<file path="src/rtl/core/hvsp_pkg.sv">
// ----------------------------------------------------------------------------
// hvsp_pkg
// Types, protocol constants and frame sequence tables for the high-voltage
// serial programming master.
// ----------------------------------------------------------------------------
package hvsp_pkg;

  // operation codes
  typedef enum logic [2:0] {
    OP_READ_SIG    = 3'd0,
    OP_READ_LFUSE  = 3'd1,
    OP_READ_HFUSE  = 3'd2,
    OP_READ_EFUSE  = 3'd3,
    OP_WRITE_LFUSE = 3'd4,
    OP_WRITE_HFUSE = 3'd5,
    OP_WRITE_EFUSE = 3'd6
  } op_t;

  localparam logic [3:0] NUM_OPS = 4'd7;

  // kind of one sequence step
  typedef enum logic [1:0] {
    KIND_FRAME         = 2'd0,
    KIND_FRAME_OPERAND = 2'd1,
    KIND_POLL          = 2'd2
  } kind_t;

  // slot positions inside an 11-slot frame
  localparam logic [3:0] DATA_LAST_SLOT  = 4'd8;
  localparam logic [3:0] FRAME_LAST_SLOT = 4'd10;

  // sequence lengths in steps
  localparam logic [2:0] LEN_READ_SIG  = 3'd4;
  localparam logic [2:0] LEN_READ_FUSE = 3'd3;
  localparam logic [2:0] LEN_WRITE     = 3'd7;

  // data bytes
  localparam logic [7:0] DATA_NONE      = 8'h00;
  localparam logic [7:0] DATA_READ_SIG  = 8'h08;
  localparam logic [7:0] DATA_READ_FUSE = 8'h04;
  localparam logic [7:0] DATA_WRITE     = 8'h40;

  // instruction bytes
  localparam logic [7:0] INS_LOAD_CMD   = 8'h4C;
  localparam logic [7:0] INS_LOAD_ADDR  = 8'h0C;
  localparam logic [7:0] INS_LOAD_DATA  = 8'h2C;
  localparam logic [7:0] INS_SIG_1      = 8'h68;
  localparam logic [7:0] INS_SIG_2      = 8'h6C;
  localparam logic [7:0] INS_HFUSE_RD_1 = 8'h7A;
  localparam logic [7:0] INS_HFUSE_RD_2 = 8'h7E;
  localparam logic [7:0] INS_EFUSE_RD_1 = 8'h6A;
  localparam logic [7:0] INS_EFUSE_RD_2 = 8'h6E;
  localparam logic [7:0] INS_LFUSE_WR_1 = 8'h64;
  localparam logic [7:0] INS_LFUSE_WR_2 = 8'h6C;
  localparam logic [7:0] INS_HFUSE_WR_1 = 8'h74;
  localparam logic [7:0] INS_HFUSE_WR_2 = 8'h7C;
  localparam logic [7:0] INS_EFUSE_WR_1 = 8'h66;
  localparam logic [7:0] INS_EFUSE_WR_2 = 8'h6E;

  typedef struct packed {
    kind_t      kind;
    logic [7:0] data;
    logic [7:0] instr;
  } seq_entry_t;

  // one accepted slot word
  typedef struct packed {
    logic       start_req;
    logic [2:0] operation;
    logic [7:0] operand;
    logic       sdo;
  } item_t;

  // one result word
  typedef struct packed {
    logic       sdi;
    logic       sii;
    logic       clock_pulse;
    logic       busy_res;
    logic       waiting_ready;
    logic       done_res;
    logic [7:0] read_data;
  } result_t;

  function automatic seq_entry_t mk(input kind_t k, input logic [7:0] d,
                                    input logic [7:0] i);
    seq_entry_t e;
    e.kind  = k;
    e.data  = d;
    e.instr = i;
    return e;
  endfunction

  // frame sequence per operation and step
  function automatic seq_entry_t seq_lookup(input logic [2:0] op, input logic [2:0] step);
    seq_entry_t e;
    logic [7:0] ins_a;
    logic [7:0] ins_b;
    e     = mk(KIND_POLL, DATA_NONE, DATA_NONE);
    ins_a = INS_SIG_1;
    ins_b = INS_SIG_2;
    unique case (op)
      OP_READ_SIG: begin
        unique case (step)
          3'd0:    e = mk(KIND_FRAME, DATA_READ_SIG, INS_LOAD_CMD);
          3'd1:    e = mk(KIND_FRAME_OPERAND, DATA_NONE, INS_LOAD_ADDR);
          3'd2:    e = mk(KIND_FRAME, DATA_NONE, INS_SIG_1);
          3'd3:    e = mk(KIND_FRAME, DATA_NONE, INS_SIG_2);
          default: e = mk(KIND_POLL, DATA_NONE, DATA_NONE);
        endcase
      end
      OP_READ_LFUSE, OP_READ_HFUSE, OP_READ_EFUSE: begin
        if (op == OP_READ_HFUSE) begin
          ins_a = INS_HFUSE_RD_1;
          ins_b = INS_HFUSE_RD_2;
        end else if (op == OP_READ_EFUSE) begin
          ins_a = INS_EFUSE_RD_1;
          ins_b = INS_EFUSE_RD_2;
        end
        unique case (step)
          3'd0:    e = mk(KIND_FRAME, DATA_READ_FUSE, INS_LOAD_CMD);
          3'd1:    e = mk(KIND_FRAME, DATA_NONE, ins_a);
          3'd2:    e = mk(KIND_FRAME, DATA_NONE, ins_b);
          default: e = mk(KIND_POLL, DATA_NONE, DATA_NONE);
        endcase
      end
      OP_WRITE_LFUSE, OP_WRITE_HFUSE, OP_WRITE_EFUSE: begin
        if (op == OP_WRITE_LFUSE) begin
          ins_a = INS_LFUSE_WR_1;
          ins_b = INS_LFUSE_WR_2;
        end else if (op == OP_WRITE_HFUSE) begin
          ins_a = INS_HFUSE_WR_1;
          ins_b = INS_HFUSE_WR_2;
        end else begin
          ins_a = INS_EFUSE_WR_1;
          ins_b = INS_EFUSE_WR_2;
        end
        unique case (step)
          3'd0:    e = mk(KIND_FRAME, DATA_WRITE, INS_LOAD_CMD);
          3'd1:    e = mk(KIND_FRAME_OPERAND, DATA_NONE, INS_LOAD_DATA);
          3'd2:    e = mk(KIND_FRAME, DATA_NONE, ins_a);
          3'd3:    e = mk(KIND_FRAME, DATA_NONE, ins_b);
          3'd5:    e = mk(KIND_FRAME, DATA_NONE, INS_LOAD_CMD);
          default: e = mk(KIND_POLL, DATA_NONE, DATA_NONE);
        endcase
      end
      default: e = mk(KIND_POLL, DATA_NONE, DATA_NONE);
    endcase
    return e;
  endfunction

  // number of steps per operation
  function automatic logic [2:0] seq_length(input logic [2:0] op);
    logic [2:0] len;
    unique case (op)
      OP_READ_SIG:                                   len = LEN_READ_SIG;
      OP_READ_LFUSE, OP_READ_HFUSE, OP_READ_EFUSE:   len = LEN_READ_FUSE;
      default:                                       len = LEN_WRITE;
    endcase
    return len;
  endfunction

endpackage

</file>
<file path="src/rtl/core/hvsp_in_reg.sv">
// ----------------------------------------------------------------------------
// hvsp_in_reg
// Input register: captures one slot word and holds it until the sequencer
// takes it.
// ----------------------------------------------------------------------------
module hvsp_in_reg
  import hvsp_pkg::*;
(
  input  logic  clk,
  input  logic  rst,
  input  logic  in_valid,
  output logic  in_stall,
  input  item_t in_item,
  input  logic  down_ready,
  output logic  fire,
  output item_t item
);

  logic valid;

  // word moves on when the result side has room
  assign fire     = valid && down_ready;
  assign in_stall = valid && !down_ready;

  // valid flag
  always_ff @(posedge clk) begin
    if (rst) begin
      valid <= 1'b0;
    end else if (!in_stall) begin
      valid <= in_valid;
    end
  end

  // payload
  always_ff @(posedge clk) begin
    if (in_valid && !in_stall) begin
      item <= in_item;
    end
  end

endmodule

</file>
<file path="src/rtl/core/hvsp_slot_engine.sv">
// ----------------------------------------------------------------------------
// hvsp_slot_engine
// Sequencer state and the per-slot logic: frame shifting, sdo capture,
// ready polling and end-of-sequence detection.
// ----------------------------------------------------------------------------
module hvsp_slot_engine
  import hvsp_pkg::*;
(
  input  logic    clk,
  input  logic    rst,
  input  logic    fire,
  input  item_t   item,
  output result_t result
);

  logic       running;
  logic [2:0] step_index;
  logic [3:0] slot_count;
  logic [7:0] data_shift;
  logic [7:0] instr_shift;
  logic [7:0] read_shift;
  logic [2:0] active_operation;
  logic [7:0] held_operand;

  logic       running_next;
  logic [2:0] step_index_next;
  logic [3:0] slot_count_next;
  logic [7:0] data_shift_next;
  logic [7:0] instr_shift_next;
  logic [7:0] read_shift_next;
  logic [2:0] active_operation_next;
  logic [7:0] held_operand_next;

  seq_entry_t entry;
  logic       active;
  logic       advance;
  logic [2:0] step_inc;

  // slot evaluation
  always_comb begin
    running_next          = running;
    step_index_next       = step_index;
    slot_count_next       = slot_count;
    data_shift_next       = data_shift;
    instr_shift_next      = instr_shift;
    read_shift_next       = read_shift;
    active_operation_next = active_operation;
    held_operand_next     = held_operand;
    result                = '0;
    advance               = 1'b0;
    active                = running;
    step_inc              = '0;

    // start from idle
    if (!running) begin
      if (item.start_req && ({1'b0, item.operation} < NUM_OPS)) begin
        active                = 1'b1;
        running_next          = 1'b1;
        active_operation_next = item.operation;
        held_operand_next     = item.operand;
        step_index_next       = '0;
        slot_count_next       = '0;
      end
    end

    entry = seq_lookup(active_operation_next, step_index_next);

    if (active) begin
      result.busy_res = 1'b1;
      if (entry.kind == KIND_POLL) begin
        result.waiting_ready = 1'b1;
        advance              = item.sdo;
      end else begin
        result.clock_pulse = 1'b1;
        if (slot_count_next == '0) begin
          data_shift_next  = (entry.kind == KIND_FRAME_OPERAND) ? held_operand_next
                                                                 : entry.data;
          instr_shift_next = entry.instr;
          read_shift_next  = '0;
        end else if (slot_count_next <= DATA_LAST_SLOT) begin
          read_shift_next  = {read_shift[6:0], item.sdo};
          result.sdi       = data_shift[7];
          result.sii       = instr_shift[7];
          data_shift_next  = {data_shift[6:0], 1'b0};
          instr_shift_next = {instr_shift[6:0], 1'b0};
        end
        if (slot_count_next >= FRAME_LAST_SLOT) begin
          slot_count_next = '0;
          advance         = 1'b1;
        end else begin
          slot_count_next = slot_count_next + 4'd1;
        end
      end

      // step advance and end of sequence
      if (advance) begin
        step_inc        = step_index_next + 3'd1;
        step_index_next = step_inc;
        if (step_inc >= seq_length(active_operation_next)) begin
          result.done_res = 1'b1;
          running_next    = 1'b0;
          step_index_next = '0;
          slot_count_next = '0;
          if (active_operation_next <= OP_READ_EFUSE) begin
            result.read_data = read_shift_next;
          end
        end
      end
    end
  end

  // control state
  always_ff @(posedge clk) begin
    if (rst) begin
      running          <= 1'b0;
      step_index       <= '0;
      slot_count       <= '0;
      active_operation <= '0;
    end else if (fire) begin
      running          <= running_next;
      step_index       <= step_index_next;
      slot_count       <= slot_count_next;
      active_operation <= active_operation_next;
    end
  end

  // shift registers and held operand
  always_ff @(posedge clk) begin
    if (rst) begin
      data_shift   <= '0;
      instr_shift  <= '0;
      read_shift   <= '0;
      held_operand <= '0;
    end else if (fire) begin
      data_shift   <= data_shift_next;
      instr_shift  <= instr_shift_next;
      read_shift   <= read_shift_next;
      held_operand <= held_operand_next;
    end
  end

endmodule

</file>
<file path="src/rtl/core/hvsp_out_reg.sv">
// ----------------------------------------------------------------------------
// hvsp_out_reg
// Result register: holds one result word until the receiver takes it.
// ----------------------------------------------------------------------------
module hvsp_out_reg
  import hvsp_pkg::*;
(
  input  logic    clk,
  input  logic    rst,
  input  logic    load,
  input  result_t result_in,
  output logic    up_ready,
  output logic    out_valid,
  input  logic    out_stall,
  output result_t result_out
);

  // room when empty or being drained this cycle
  assign up_ready = !out_valid || !out_stall;

  // valid flag
  always_ff @(posedge clk) begin
    if (rst) begin
      out_valid <= 1'b0;
    end else if (up_ready) begin
      out_valid <= load;
    end
  end

  // payload
  always_ff @(posedge clk) begin
    if (load && up_ready) begin
      result_out <= result_in;
    end
  end

endmodule

</file>
<file path="src/rtl/core/hv_serial_programming_master_unit.sv">
// ----------------------------------------------------------------------------
// hv_serial_programming_master_unit
// High-voltage serial programming master, one slot word in, one result out.
// Path: input register, combinational slot engine, result register.
// Throughput: one slot per cycle unless a full result register is stalled.
// Reset: synchronous, active high; returns to idle with both registers empty.
// ----------------------------------------------------------------------------
module hv_serial_programming_master_unit
  import hvsp_pkg::*;
(
  input  logic       clk,
  input  logic       rst,
  input  logic       in_valid,
  output logic       in_stall,
  input  logic       start_req,
  input  logic [2:0] operation,
  input  logic [7:0] operand,
  input  logic       sdo,
  output logic       out_valid,
  input  logic       out_stall,
  output logic       sdi,
  output logic       sii,
  output logic       clock_pulse,
  output logic       busy_res,
  output logic       waiting_ready,
  output logic       done_res,
  output logic [7:0] read_data
);

  item_t   in_item;
  item_t   item;
  result_t result;
  result_t result_out;
  logic    fire;
  logic    up_ready;

  assign in_item.start_req = start_req;
  assign in_item.operation = operation;
  assign in_item.operand   = operand;
  assign in_item.sdo       = sdo;

  hvsp_in_reg u_in_reg (
    .clk        (clk),
    .rst        (rst),
    .in_valid   (in_valid),
    .in_stall   (in_stall),
    .in_item    (in_item),
    .down_ready (up_ready),
    .fire       (fire),
    .item       (item)
  );

  hvsp_slot_engine u_engine (
    .clk    (clk),
    .rst    (rst),
    .fire   (fire),
    .item   (item),
    .result (result)
  );

  hvsp_out_reg u_out_reg (
    .clk        (clk),
    .rst        (rst),
    .load       (fire),
    .result_in  (result),
    .up_ready   (up_ready),
    .out_valid  (out_valid),
    .out_stall  (out_stall),
    .result_out (result_out)
  );

  assign sdi           = result_out.sdi;
  assign sii           = result_out.sii;
  assign clock_pulse   = result_out.clock_pulse;
  assign busy_res      = result_out.busy_res;
  assign waiting_ready = result_out.waiting_ready;
  assign done_res      = result_out.done_res;
  assign read_data     = result_out.read_data;

  // input side only backs up behind a full, stalled result register
  a_stall_cause: assert property (@(posedge clk) disable iff (rst)
    in_stall |-> (out_valid && out_stall))
    else $error("input stalled without a stalled result");

  // polling slots never clock and drive zero levels
  a_poll_quiet: assert property (@(posedge clk) disable iff (rst)
    (out_valid && waiting_ready) |-> (!clock_pulse && !sdi && !sii && busy_res))
    else $error("poll slot drives clock or data");

  // read data only shows on the done slot
  a_read_on_done: assert property (@(posedge clk) disable iff (rst)
    (out_valid && (read_data != 8'h00)) |-> (done_res && busy_res))
    else $error("read data outside done slot");

  // an idle result carries no activity
  a_idle_zero: assert property (@(posedge clk) disable iff (rst)
    (out_valid && !busy_res) |-> (!clock_pulse && !waiting_ready && !done_res))
    else $error("activity on idle slot");

endmodule
</file>
<file path="config.mk">
export PLATFORM = sky130hd
export DESIGN_NAME = hv_serial_programming_master_unit
export DESIGN_NICKNAME = d
export VERILOG_FILES = /design/src/rtl/core/hvsp_pkg.sv /design/src/rtl/core/hvsp_in_reg.sv /design/src/rtl/core/hvsp_slot_engine.sv /design/src/rtl/core/hvsp_out_reg.sv /design/src/rtl/core/hv_serial_programming_master_unit.sv
export SDC_FILE = /design/constraint.sdc
export NUM_CORES = 1
export LEC_CHECK = 0
export BUFFER_PORTS_ARGS = -buffer_cell sky130_fd_sc_hd__buf_4
export CAP_MARGIN = 10
export CORE_UTILIZATION = 64
export DETAILED_ROUTE_END_ITERATION = 7
export GPL_TIMING_DRIVEN = 0
export PLACE_DENSITY = 0.92
export SYNTH_ARGS = -nofsm -noshare
export SYNTH_HDL_FRONTEND = slang
export SYNTH_SLANG_ARGS = --single-unit
</file>
<file path="constraint.sdc">
create_clock -name clk -period 9.1 [get_ports clk]
set_input_delay 0.455 -clock clk [delete_from_list [all_inputs] [get_ports clk]]
set_output_delay 0.455 -clock clk [all_outputs]
set_load 0.05 [all_outputs]
</file>
---- Word level (Yosys, flattened, before mapping) ----
Index checks and enable logic that the tools add are counted.
word-level totals
  bits in registers ....................... 72
  output and inout bits ................... 16
  word-level logic and storage cells ...... 117
operators by class
  $add $sub $neg .......................... 2
  $lt $le $gt $ge ......................... 5
  equal/unequal tests ..................... 12
  muxes and demuxes ....................... 53
  bitwise logic cells ..................... 3
  reduce and logical (&&, ||, !) cells .... 21
operators by type and width
  cell                 number
  $mux 8               15
  $pmux 18 s3          2
  $pmux 18 s5          1
  $pmux 18 s4          1
  $mux 4               7
  $mux 3               9
  $mux 9               2
  $eq 3x2->1 const B   4
  $eq 3x3->1 const B   4
  $mux 11              1
  $mux 1               10
  $mux 5               2
  $reduce_and 4->1     2
  $eq 3x1->1 const B   2
  $logic_not 3->1      2
  $pmux 3 s2           1
  $reduce_or 3->1      2
  $logic_and 1x1->1    5
  $add 4x1->4 const B  1
  $ge 4x4->1 const B   1
  $le 4x4->1 const B   1
  $logic_not 1->1      4
  $logic_not 4->1      1
  $mux 2               2
  other kinds (11)     14

---- Depth between registers and ports, before layout ----
Gate-level depths: netlist of the first run.
  depth in word-level cells ............... 18
  depth in mapped cells ................... 14
  depth with buffers taken out ............ 12

---- Cells and area by module ----
A second synthesis of the first run with hierarchy kept.
second synthesis, totals
  cell total of the unflattened synthesis .. 400
  area total of the unflattened synthesis .. 3698.5 um2
modules (own cells, without submodules)
  module            instances  cells an instance  area an instance (um2)  seq. area each (um2)
  hvsp_slot_engine  1          363                2792.7                  840.8
  hvsp_out_reg      1          19                 459.2                   440.4
  hvsp_in_reg       1          18                 446.7                   410.4

---- Least setup slack after synthesis of the first run ----
No wires, ideal clock.
  kind .................................... reg2reg
  from .................................... register u_in_reg.item[11] (netlist name)
  to ...................................... register u_engine.step_index[2]
  arrival time ............................ 2986 ps
  path slack .............................. 6044 ps
  stages on the path, launching flop included .. 13
  buffers on the path ..................... 3
  clock period less this slack ............ 3056 ps
  cell sequence ........................... edfxtp_1 buf_2 and3_1 nor2_2 buf_1 buf_2 nor2_1 ha_1 a21o_1 a21o_1 or3_1 mux2_1 a21oi_1
on the way
  longest elaborated chain between the ends .. 13
ends and longest elaborated chain
  what                                             line                              RTL
  $lt 3x3->1                                       hvsp_slot_engine.sv:56            if (item.start_req && ({1'b0, item.operation} < NUM_OPS)) begin
  $logic_and 1x1->1                                hvsp_slot_engine.sv:56
  $mux 3                                           hvsp_slot_engine.sv:56
  $mux 3                                           hvsp_slot_engine.sv:55            if (!running) begin
  $eq 3x1->1 / $eq 3x2->1 (equally long branches)  hvsp_pkg.sv:102, hvsp_pkg.sv:155
  $reduce_or 3->1                                  hvsp_pkg.sv:102, hvsp_pkg.sv:155
  $pmux 3 s2                                       hvsp_pkg.sv:155                   unique case (op)
  $mux 3                                           hvsp_slot_engine.sv:96            if (advance) begin
  $mux 3                                           hvsp_slot_engine.sv:68            if (active) begin
  $ge 3x3->1                                       hvsp_slot_engine.sv:99            if (step_inc >= seq_length(active_operation_next)) begin
  $mux 3                                           hvsp_slot_engine.sv:99
  $mux 3                                           hvsp_slot_engine.sv:96
  $mux 3 *                                         hvsp_slot_engine.sv:68
  to (signal assigned)                             hvsp_slot_engine.sv:121           step_index <= step_index_next;
  to (decl)                                        hvsp_slot_engine.sv:17            logic [2:0] step_index;
Mark *: on every way between the ends. The rest lies on a longest branch, timed or not. The select of a mux whose other input is x is not followed.
A chain may end at the register's enable or synchronous reset.

---- Final worst setup path of the first run ----
  from .................................... register u_in_reg.item[11] (netlist name)
  to ...................................... register u_engine.step_index[2]
on the way
  longest elaborated chain between the ends .. 13
ends and longest elaborated chain
  what                                             line
  $lt 3x3->1                                       hvsp_slot_engine.sv:56
  $logic_and 1x1->1                                hvsp_slot_engine.sv:56
  $mux 3                                           hvsp_slot_engine.sv:56
  $mux 3                                           hvsp_slot_engine.sv:55
  $eq 3x1->1 / $eq 3x2->1 (equally long branches)  hvsp_pkg.sv:102, hvsp_pkg.sv:155
  $reduce_or 3->1                                  hvsp_pkg.sv:102, hvsp_pkg.sv:155
  $pmux 3 s2                                       hvsp_pkg.sv:155
  $mux 3                                           hvsp_slot_engine.sv:96
  $mux 3                                           hvsp_slot_engine.sv:68
  $ge 3x3->1                                       hvsp_slot_engine.sv:99
  $mux 3                                           hvsp_slot_engine.sv:99
  $mux 3                                           hvsp_slot_engine.sv:96
  $mux 3 *                                         hvsp_slot_engine.sv:68
Marks and branches as above.

==> impl_metrics.tcl, run 1 <==
set metrics [dict create \
    status "complete, no violations" \
    drtPass1Iterations 5 \
    drt-total-wl_mm 9.16 \
    ys_seq_area_share_pct 45.6 \
    start_kind "flop" \
    setup-violations-final 0 \
    nNetsFinal 484 \
    multiInputGateArea_um2 1870 \
    core_um2 5540 \
    synth_ff_type "dfxtp_1" \
    p_per_area_nw_per_um2 166 \
    p_leak_nw 1.53 \
    slew_violations 0 \
    synth_xor_area_share_pct 0.473 \
    hold_viol 0 \
    cts_max_level 3 \
    dp.cells 520 \
    post_drt_wl_per_cell_um 17.1 \
    hpwl_mm 6.32 \
    period_share_pct 40.4 \
    io_pins 33 \
    grt_overflow 0 \
    postCtsSetupRepairBufs 0 \
    cts_tree "built" \
    vias 3430 \
    ys_async_sr_fraction_pct 0 \
    setup.worst_path.end_class "flop" \
    stdcell_count 537 \
    clock-sinks 71 \
    gp_congestion 0.922 \
    peakVddDrop_v 0.000137 \
    synth_mux_area_share_pct 4.93 \
    antenna_found_initial 0 \
    syn_to_final_growth_pct 14.0 \
    cts_buffers 9 \
    syn_area_um2 3710 \
    synth_compound_area_share_pct 19.4 \
    synth_top_family_by_area "simple AND/OR/NAND/NOR gates" \
    finalCriticalPeriod_ns 3.68 \
    clock_skew_ns 0.0123 \
    rows 27 \
    synth_fp_nets 441 \
    synth_cell_types 58 \
    viasPerCell 6.39 \
    clockBufferDepth 2 \
    yosysWarningCount 0 \
    fillCellCount 398 \
    arrival_ns 3.97 \
    die_x_um 78.1 \
    rsz0062_at_grt "no" \
    io_buffers 31 \
    cp_max_fo 10 \
    ys_ff_latch 71 \
    dieHeight_um 78.1 \
    grt_max_degree 24 \
    slew_headroom_pct 29.1 \
    antenna_cells 0 \
    critPathRequiredTime_ns 9.39 \
    drv_cap 0 \
    post_cts_resized 0 \
    fmax_mhz 272 \
    grt_pass1_wl_mm 14.8 \
    holdBufCountCts 0 \
    grt_usage_pct 31.7 \
    avgSynthCellArea_um2 8.89 \
    yosys.area_share.simple_pct 23.2 \
    critPathKind "reg2reg" \
    hold_class "in2reg" \
    synth_edf_count 27 \
    grt_pass1_vias 3186 \
    drt-initial-drc-count 328 \
    setup_tns_ns 0 \
    regArea_um2 1690 \
    clk_pin_slew_ns 0.08 \
    synth_cells 417 \
    synthAdderAreaFrac_pct 2.36 \
    root_buffer "clkbuf_8" \
    drc 0 \
    drive_gt1_share_pct 16.3 \
    insertion_delay_ns 0.36 \
    die_area_um2 6100 \
    worst_pin_slew_ns 1.06 \
    ant_nets 0 \
    start_util_pct 66.9 \
]
==> cells by family after synthesis <==
group	Yosys count
flip-flops	71
buffers and inverters	32
adder cells (fa/ha/maj)	7
AND/OR/NAND/NOR	180
XOR/XNOR	2
multiplexers	18
AO/OA/AOI/OAI	107
==> layer usage <==
| metal | vias up | global-route usage [%] | part of all wire [%] |
|---|---|---|---|
| li1 | 1605 | - | - |
| met2 | 177 | 53.4 | 49 |
| met1 | 1616 | 38.6 | 42 |
| met4 | 0 | 17.0 | 2.7 |
| met3 | 32 | 5.58 | 6.5 |
| met5 | - | 0 | 0 |
==> area by class of cell <==
cell class / count / share of cell area (%)
buffer: 24 / 2.69
clock buffer: 11 / 3.61
clock inverter: 5 / 0.770
inverter: 8 / 0.770
multi-input combinational: 314 / 44.2
sequential: 71 / 40.0
tap: 72 / 2.13
timing repair buffer: 32 / 5.77
==> final timing paths <==
check                           start                       end  slack (ns)  depth (start not counted)
max                 u_in_reg.item[11]    u_engine.step_index[2]        5.42                         12
min                        operand[1]          u_in_reg.item[2]        0.27                          1
max reg2reg         u_in_reg.item[11]    u_engine.step_index[2]        5.42                         12
min reg2reg  u_engine.held_operand[3]  u_engine.held_operand[3]        0.46                          2
==> cells in the mapped netlist, types with 2 or more instances <==
| cell type | count | area (um2) |
|---|---|---|
| a21oi_1 | 44 | 220 |
| nand2_1 | 66 | 248 |
| a21o_1 | 2 | 15.0 |
| mux2i_1 | 16 | 160 |
| o31ai_2 | 2 | 25.0 |
| nor3_1 | 15 | 75.1 |
| a31oi_1 | 7 | 43.8 |
| or2_4 | 2 | 17.5 |
| nand4_1 | 4 | 25.0 |
| nor4_1 | 2 | 12.5 |
| edfxtp_1 | 27 | 811 |
| a221oi_1 | 6 | 52.6 |
| o21ai_0 | 13 | 65.1 |
| or3_1 | 2 | 12.5 |
| nor2_1 | 42 | 158 |
| clkbuf_1 | 14 | 52.6 |
| and3_1 | 5 | 31.3 |
| and2_1 | 7 | 43.8 |
| o221ai_1 | 3 | 26.3 |
| nor2_2 | 2 | 12.5 |
| buf_6 | 2 | 22.5 |
| dfxtp_1 | 44 | 881 |
| o21a_1 | 2 | 15.0 |
| o311ai_0 | 2 | 17.5 |
| nand3_1 | 20 | 100 |
| xnor2_1 | 2 | 17.5 |
| a211oi_1 | 9 | 67.6 |
| inv_1 | 6 | 22.5 |
| o211ai_1 | 3 | 22.5 |
| o22ai_1 | 3 | 18.8 |
| nand2b_1 | 2 | 12.5 |
| buf_2 | 7 | 35.0 |
| nor4b_1 | 2 | 17.5 |
| nor2_4 | 2 | 22.5 |
| ha_1 | 7 | 87.6 |
==> per-stage QoR <==
step,area [um2],hold WS (ns),utilization (%),power [mW],setup WS (ns)
3_3_place_gp,4030,0.442,72.7,0.465,5.59
4_1_cts,4210,0.268,76.1,0.698,5.45
3_5_place_dp,4030,0.448,72.7,0.468,5.48
5_1_grt,4230,0.268,76.3,0.722,5.25
2_1_floorplan,3710,0.427,-,0.436,6.04
6_report,4230,0.268,76.3,0.701,5.42
==> critical path: stages, from the launching register on <==
cell and delay, ns:
edfxtp_1 0.35, buf_2 0.17, and3_1 0.23, nor2_2 0.31, buf_1 0.59, buf_2 0.37
nor2_1 0.09, ha_1 0.29, a21o_1 0.15, a21o_1 0.26, or3_1 0.32, mux2_1 0.30
a21oi_1 0.16
==> power by group <==
group / internal (mW) / leakage, nW / switching, mW
sequential: 0.343 / 0.617 / 0.00724
clock: 0.114 / 0.0865 / 0.123
combinational: 0.0374 / 0.831 / 0.0768
total: 0.495 / 1.53 / 0.207
==> placed cells by master (no fill, tap or decap), types with 3 or more instances in the layout <==
master	instances
o21ai_0	13
nand2_1	66
buf_2	7
nand3_1	20
nor2_1	42
clkbuf_1	15
clkinvlp_4	3
a21oi_1	44
mux2i_1	16
o221ai_1	3
nand4_1	4
ha_1	7
buf_4	31
o211ai_1	3
edfxtp_1	27
clkbuf_8	9
inv_1	6
nor3_1	15
a211oi_1	9
buf_6	3
o22ai_1	3
and2_1	7
and3_1	5
dfxtp_1	44
a221oi_1	6
a31oi_1	7
==> registers in the layout, indices dropped and copies added (netlist names) <==
signal and cells:
u_out_reg.result_out 14, u_in_reg.item 13, u_engine.data_shift 8, u_engine.held_operand 8, u_engine.read_shift 8, u_engine.instr_shift 7, u_engine.slot_count 4, u_engine.active_operation 3
u_engine.step_index 3, u_engine.running 1, u_in_reg.valid 1, u_out_reg.out_valid 1
Note: power is estimated with default switching activity, not from simulation.
==> inputs of run 2 (changes only) <==
--- a/config.mk
+++ b/config.mk
@@ -5,12 +5,13 @@
 export SDC_FILE = /design/constraint.sdc
 export NUM_CORES = 1
 export LEC_CHECK = 0
+export ABC_AREA = 1
 export BUFFER_PORTS_ARGS = -buffer_cell sky130_fd_sc_hd__buf_4
 export CAP_MARGIN = 10
-export CORE_UTILIZATION = 64
+export CORE_UTILIZATION = 60
 export DETAILED_ROUTE_END_ITERATION = 7
 export GPL_TIMING_DRIVEN = 0
-export PLACE_DENSITY = 0.92
+export PLACE_DENSITY = 0.87
 export SYNTH_ARGS = -nofsm -noshare
 export SYNTH_HDL_FRONTEND = slang
 export SYNTH_SLANG_ARGS = --single-unit
==> constraint.sdc (replaced) <==
create_clock -name clk -period 3.5 [get_ports clk]
set_input_delay 0.175 -clock clk [delete_from_list [all_inputs] [get_ports clk]]
set_output_delay 0.175 -clock clk [all_outputs]
set_load 0.05 [all_outputs]
==> run 2 against run 1 <==
Hold slack got worse by 0.16 ns. Global-route usage fell by 3.2 points. Setup slack got worse by 5.0 ns. Total power increased to 2.8 times the previous value. Critical path type unchanged.
==> impl_metrics.tcl, run 2 <==
set metrics [dict create \
    viasPerCell 5.56 \
    yosysMostFrequentCell "nand2_1" \
    finalCriticalPeriod_ns 3.13 \
    grt_usage_pct 28.5 \
    nNetsFinal 542 \
    clockBufferDepth 2 \
    status "complete, no violations" \
    die_area_um2 6660 \
    cp_max_fo 6 \
    largest-register "u_out_reg.result_out" \
    r2r_slack_ns 0.37 \
    cts_max_level 3 \
    ant_nets 0 \
    root_buffer "clkbuf_8" \
    grt_pass1_wl_mm 14.0 \
    grt_overflow 0 \
    synth_edf_count 27 \
    synthTopCellsByArea "dfxtp_1, edfxtp_1, nand2_1, inv_1, a21oi_1" \
    synth_cells 463 \
    peakVddDrop_v 0.000314 \
    clkPwrFrac_pct 34.4 \
    ys_top_cells_by_count "nand2_1, inv_1, a21oi_1, dfxtp_1, o21ai_0" \
    p_per_area_nw_per_um2 442 \
    combPwrFrac_pct 18.5 \
    period_share_pct 89.4 \
    clk_pin_slew_ns 0.08 \
    final_common_cell "nand2_1" \
    dieHeight_um 81.6 \
    io_pins 33 \
    synth_cell_types 37 \
    synth_ff_type "dfxtp_1" \
    dp_slack_ns 0.422 \
    syn_area_um2 3800 \
    ys_seq_area_share_pct 44.5 \
    fillCellCount 445 \
    critPathRequiredTime_ns 3.78 \
    grt_pass1_vias 3058 \
    reg_top3 "u_out_reg.result_out (14), u_in_reg.item (13)" \
    io_buffers 31 \
    hold_viol 0 \
    worst_pin_slew_ns 1.23 \
    drtPass1Iterations 5 \
    start_util_pct 63.1 \
    switching_power_mw 0.598 \
    syn_to_final_growth_pct 17.5 \
    post_drt_wl_per_cell_um 14.7 \
    arrival_ns 3.41 \
    critPathKind "reg2reg" \
    start_kind "flop" \
    gp_congestion 0.884 \
    synth_fp_nets 487 \
    cts_buffers 9 \
    setup_tns_ns 0 \
    p_leak_nw 1.96 \
    die_x_um 81.6 \
    synth_top_area_share_pct 23.2 \
    vias 3322 \
    cts_tree "built" \
    ys_async_sr_fraction_pct 0 \
    slew_violations 0 \
    post_cts_resized 0 \
    fin_util_pct 74.2 \
    rsz0062_at_grt "no" \
    core_um2 6030 \
    antenna_found_initial 0 \
    drt-initial-drc-count 336 \
    drive_gt1_share_pct 19.1 \
    rows 28 \
    setup-violations-final 0 \
    ys_ff_latch 71 \
    yosysWarningCount 0 \
    synth_top_area_cell "dfxtp_1" \
    largest_reg_flops 14 \
    drc 0 \
    setup.worst_path.end_class "flop" \
    final_cell_mix "nand2_1, inv_1, a21oi_1, dfxtp_1, o21ai_0" \
    insertion_delay_ns 0.35 \
    hold_class "in2reg" \
    antenna_cells 0 \
    grt_max_degree 24 \
    seqPwrFrac_pct 47.1 \
    p_int_mw 1.38 \
    clock-sinks 71 \
    hpwl_mm 6.12 \
    fin_ws_ns 0.372 \
    slew_headroom_pct 18.2 \
    avgSynthCellArea_um2 8.21 \
    drv_cap 0 \
    drt-total-wl_mm 8.81 \
    fmax_mhz 320 \
    netSwitchingFraction_pct 30.3 \
    clock_skew_ns 0.00772 \
]
-- run 2: power groups by stage --
stage / Clock, mW / Sequential (mW) / Combinational, mW
6_report: 0.679 / 0.930 / 0.366
5_1_grt: 0.717 / 0.934 / 0.399
4_1_cts: 0.680 / 0.929 / 0.360
3_5_place_dp: 0 / 0.947 / 0.345
3_3_place_gp: 0 / 0.944 / 0.336
2_1_floorplan: 0 / 0.971 / 0.230
-- run 2: worst max-delay path: stages, from the launching register on --
cell	delay (ns)
edfxtp_1	0.45
nand3_4	0.14
nand3_4	0.11
nand2_1	0.08
nand2_1	0.08
nand2_1	0.16
inv_1	0.05
nor2_1	0.41
ha_1	0.36
a21oi_1	0.13
o21ai_0	0.09
a31oi_1	0.43
nand3b_1	0.29
nand2_1	0.13
a21oi_1	0.14
-- run 2: routing by layer --
layer	global-route usage [%]	share of wire (%)	vias to the layer above
met4	16.1	3.1	0
li1	-	-	1649
met3	5.22	6.0	27
met2	48.4	49	138
met5	0	0	-
met1	33.9	42	1508
-- run 2: layout make-up --
class,count,area [um2],share of cell area (%)
clock buffers,12,178,3.98
inverters,74,283,6.33
flip-flops and latches,71,1690,37.8
multi-input cells,301,1710,38.3
plain buffers,17,118,2.63
well taps,75,93.8,2.10
clock inverters,4,32.5,0.728
repair buffers,44,363,8.12
-- run 2: path summary, 6_finish.rpt --
kind / from / endpoint / cells past startpoint
worst max-delay path: u_in_reg.item[10] / u_engine.running / 14
worst min-delay path: in_valid / u_in_reg.valid / 3
worst max register to register: u_in_reg.item[10] / u_engine.running / 14
worst min register to register: u_engine.instr_shift[1] / u_engine.instr_shift[1] / 2
-- run 2: logic make-up after synthesis --
group / count (synthesis) / share of synthesized area, %
and+or+nand+nor: 172 / 24.6
adders and majority gates: 7 / 2.30
AOI/OAI and AO/OA: 115 / 16.3
xor gates and xnor gates: 2 / 0.461
muxes: 5 / 1.32
buffers and inverters: 91 / 10.5
DFF: 71 / 44.5
-- run 2: repair_timing --
action,CTS,global route
setup buffers,0,0
hold buffers,13,0
hold endpoints to repair,13,0
-- run 2: per-stage QoR --
| stage | power [mW] | area (um2) | instances | hold WS, ns |
|---|---|---|---|---|
| 2_1_floorplan | 1.20 | 3800 | 463 | 0.274 |
| 3_3_place_gp | 1.28 | 4130 | 569 | 0.353 |
| 3_5_place_dp | 1.29 | 4130 | 569 | 0.355 |
| 4_1_cts | 1.97 | 4470 | 598 | 0.0958 |
| 5_1_grt | 2.05 | 4470 | 598 | 0.116 |
| 6_report | 1.97 | 4470 | 598 | 0.107 |
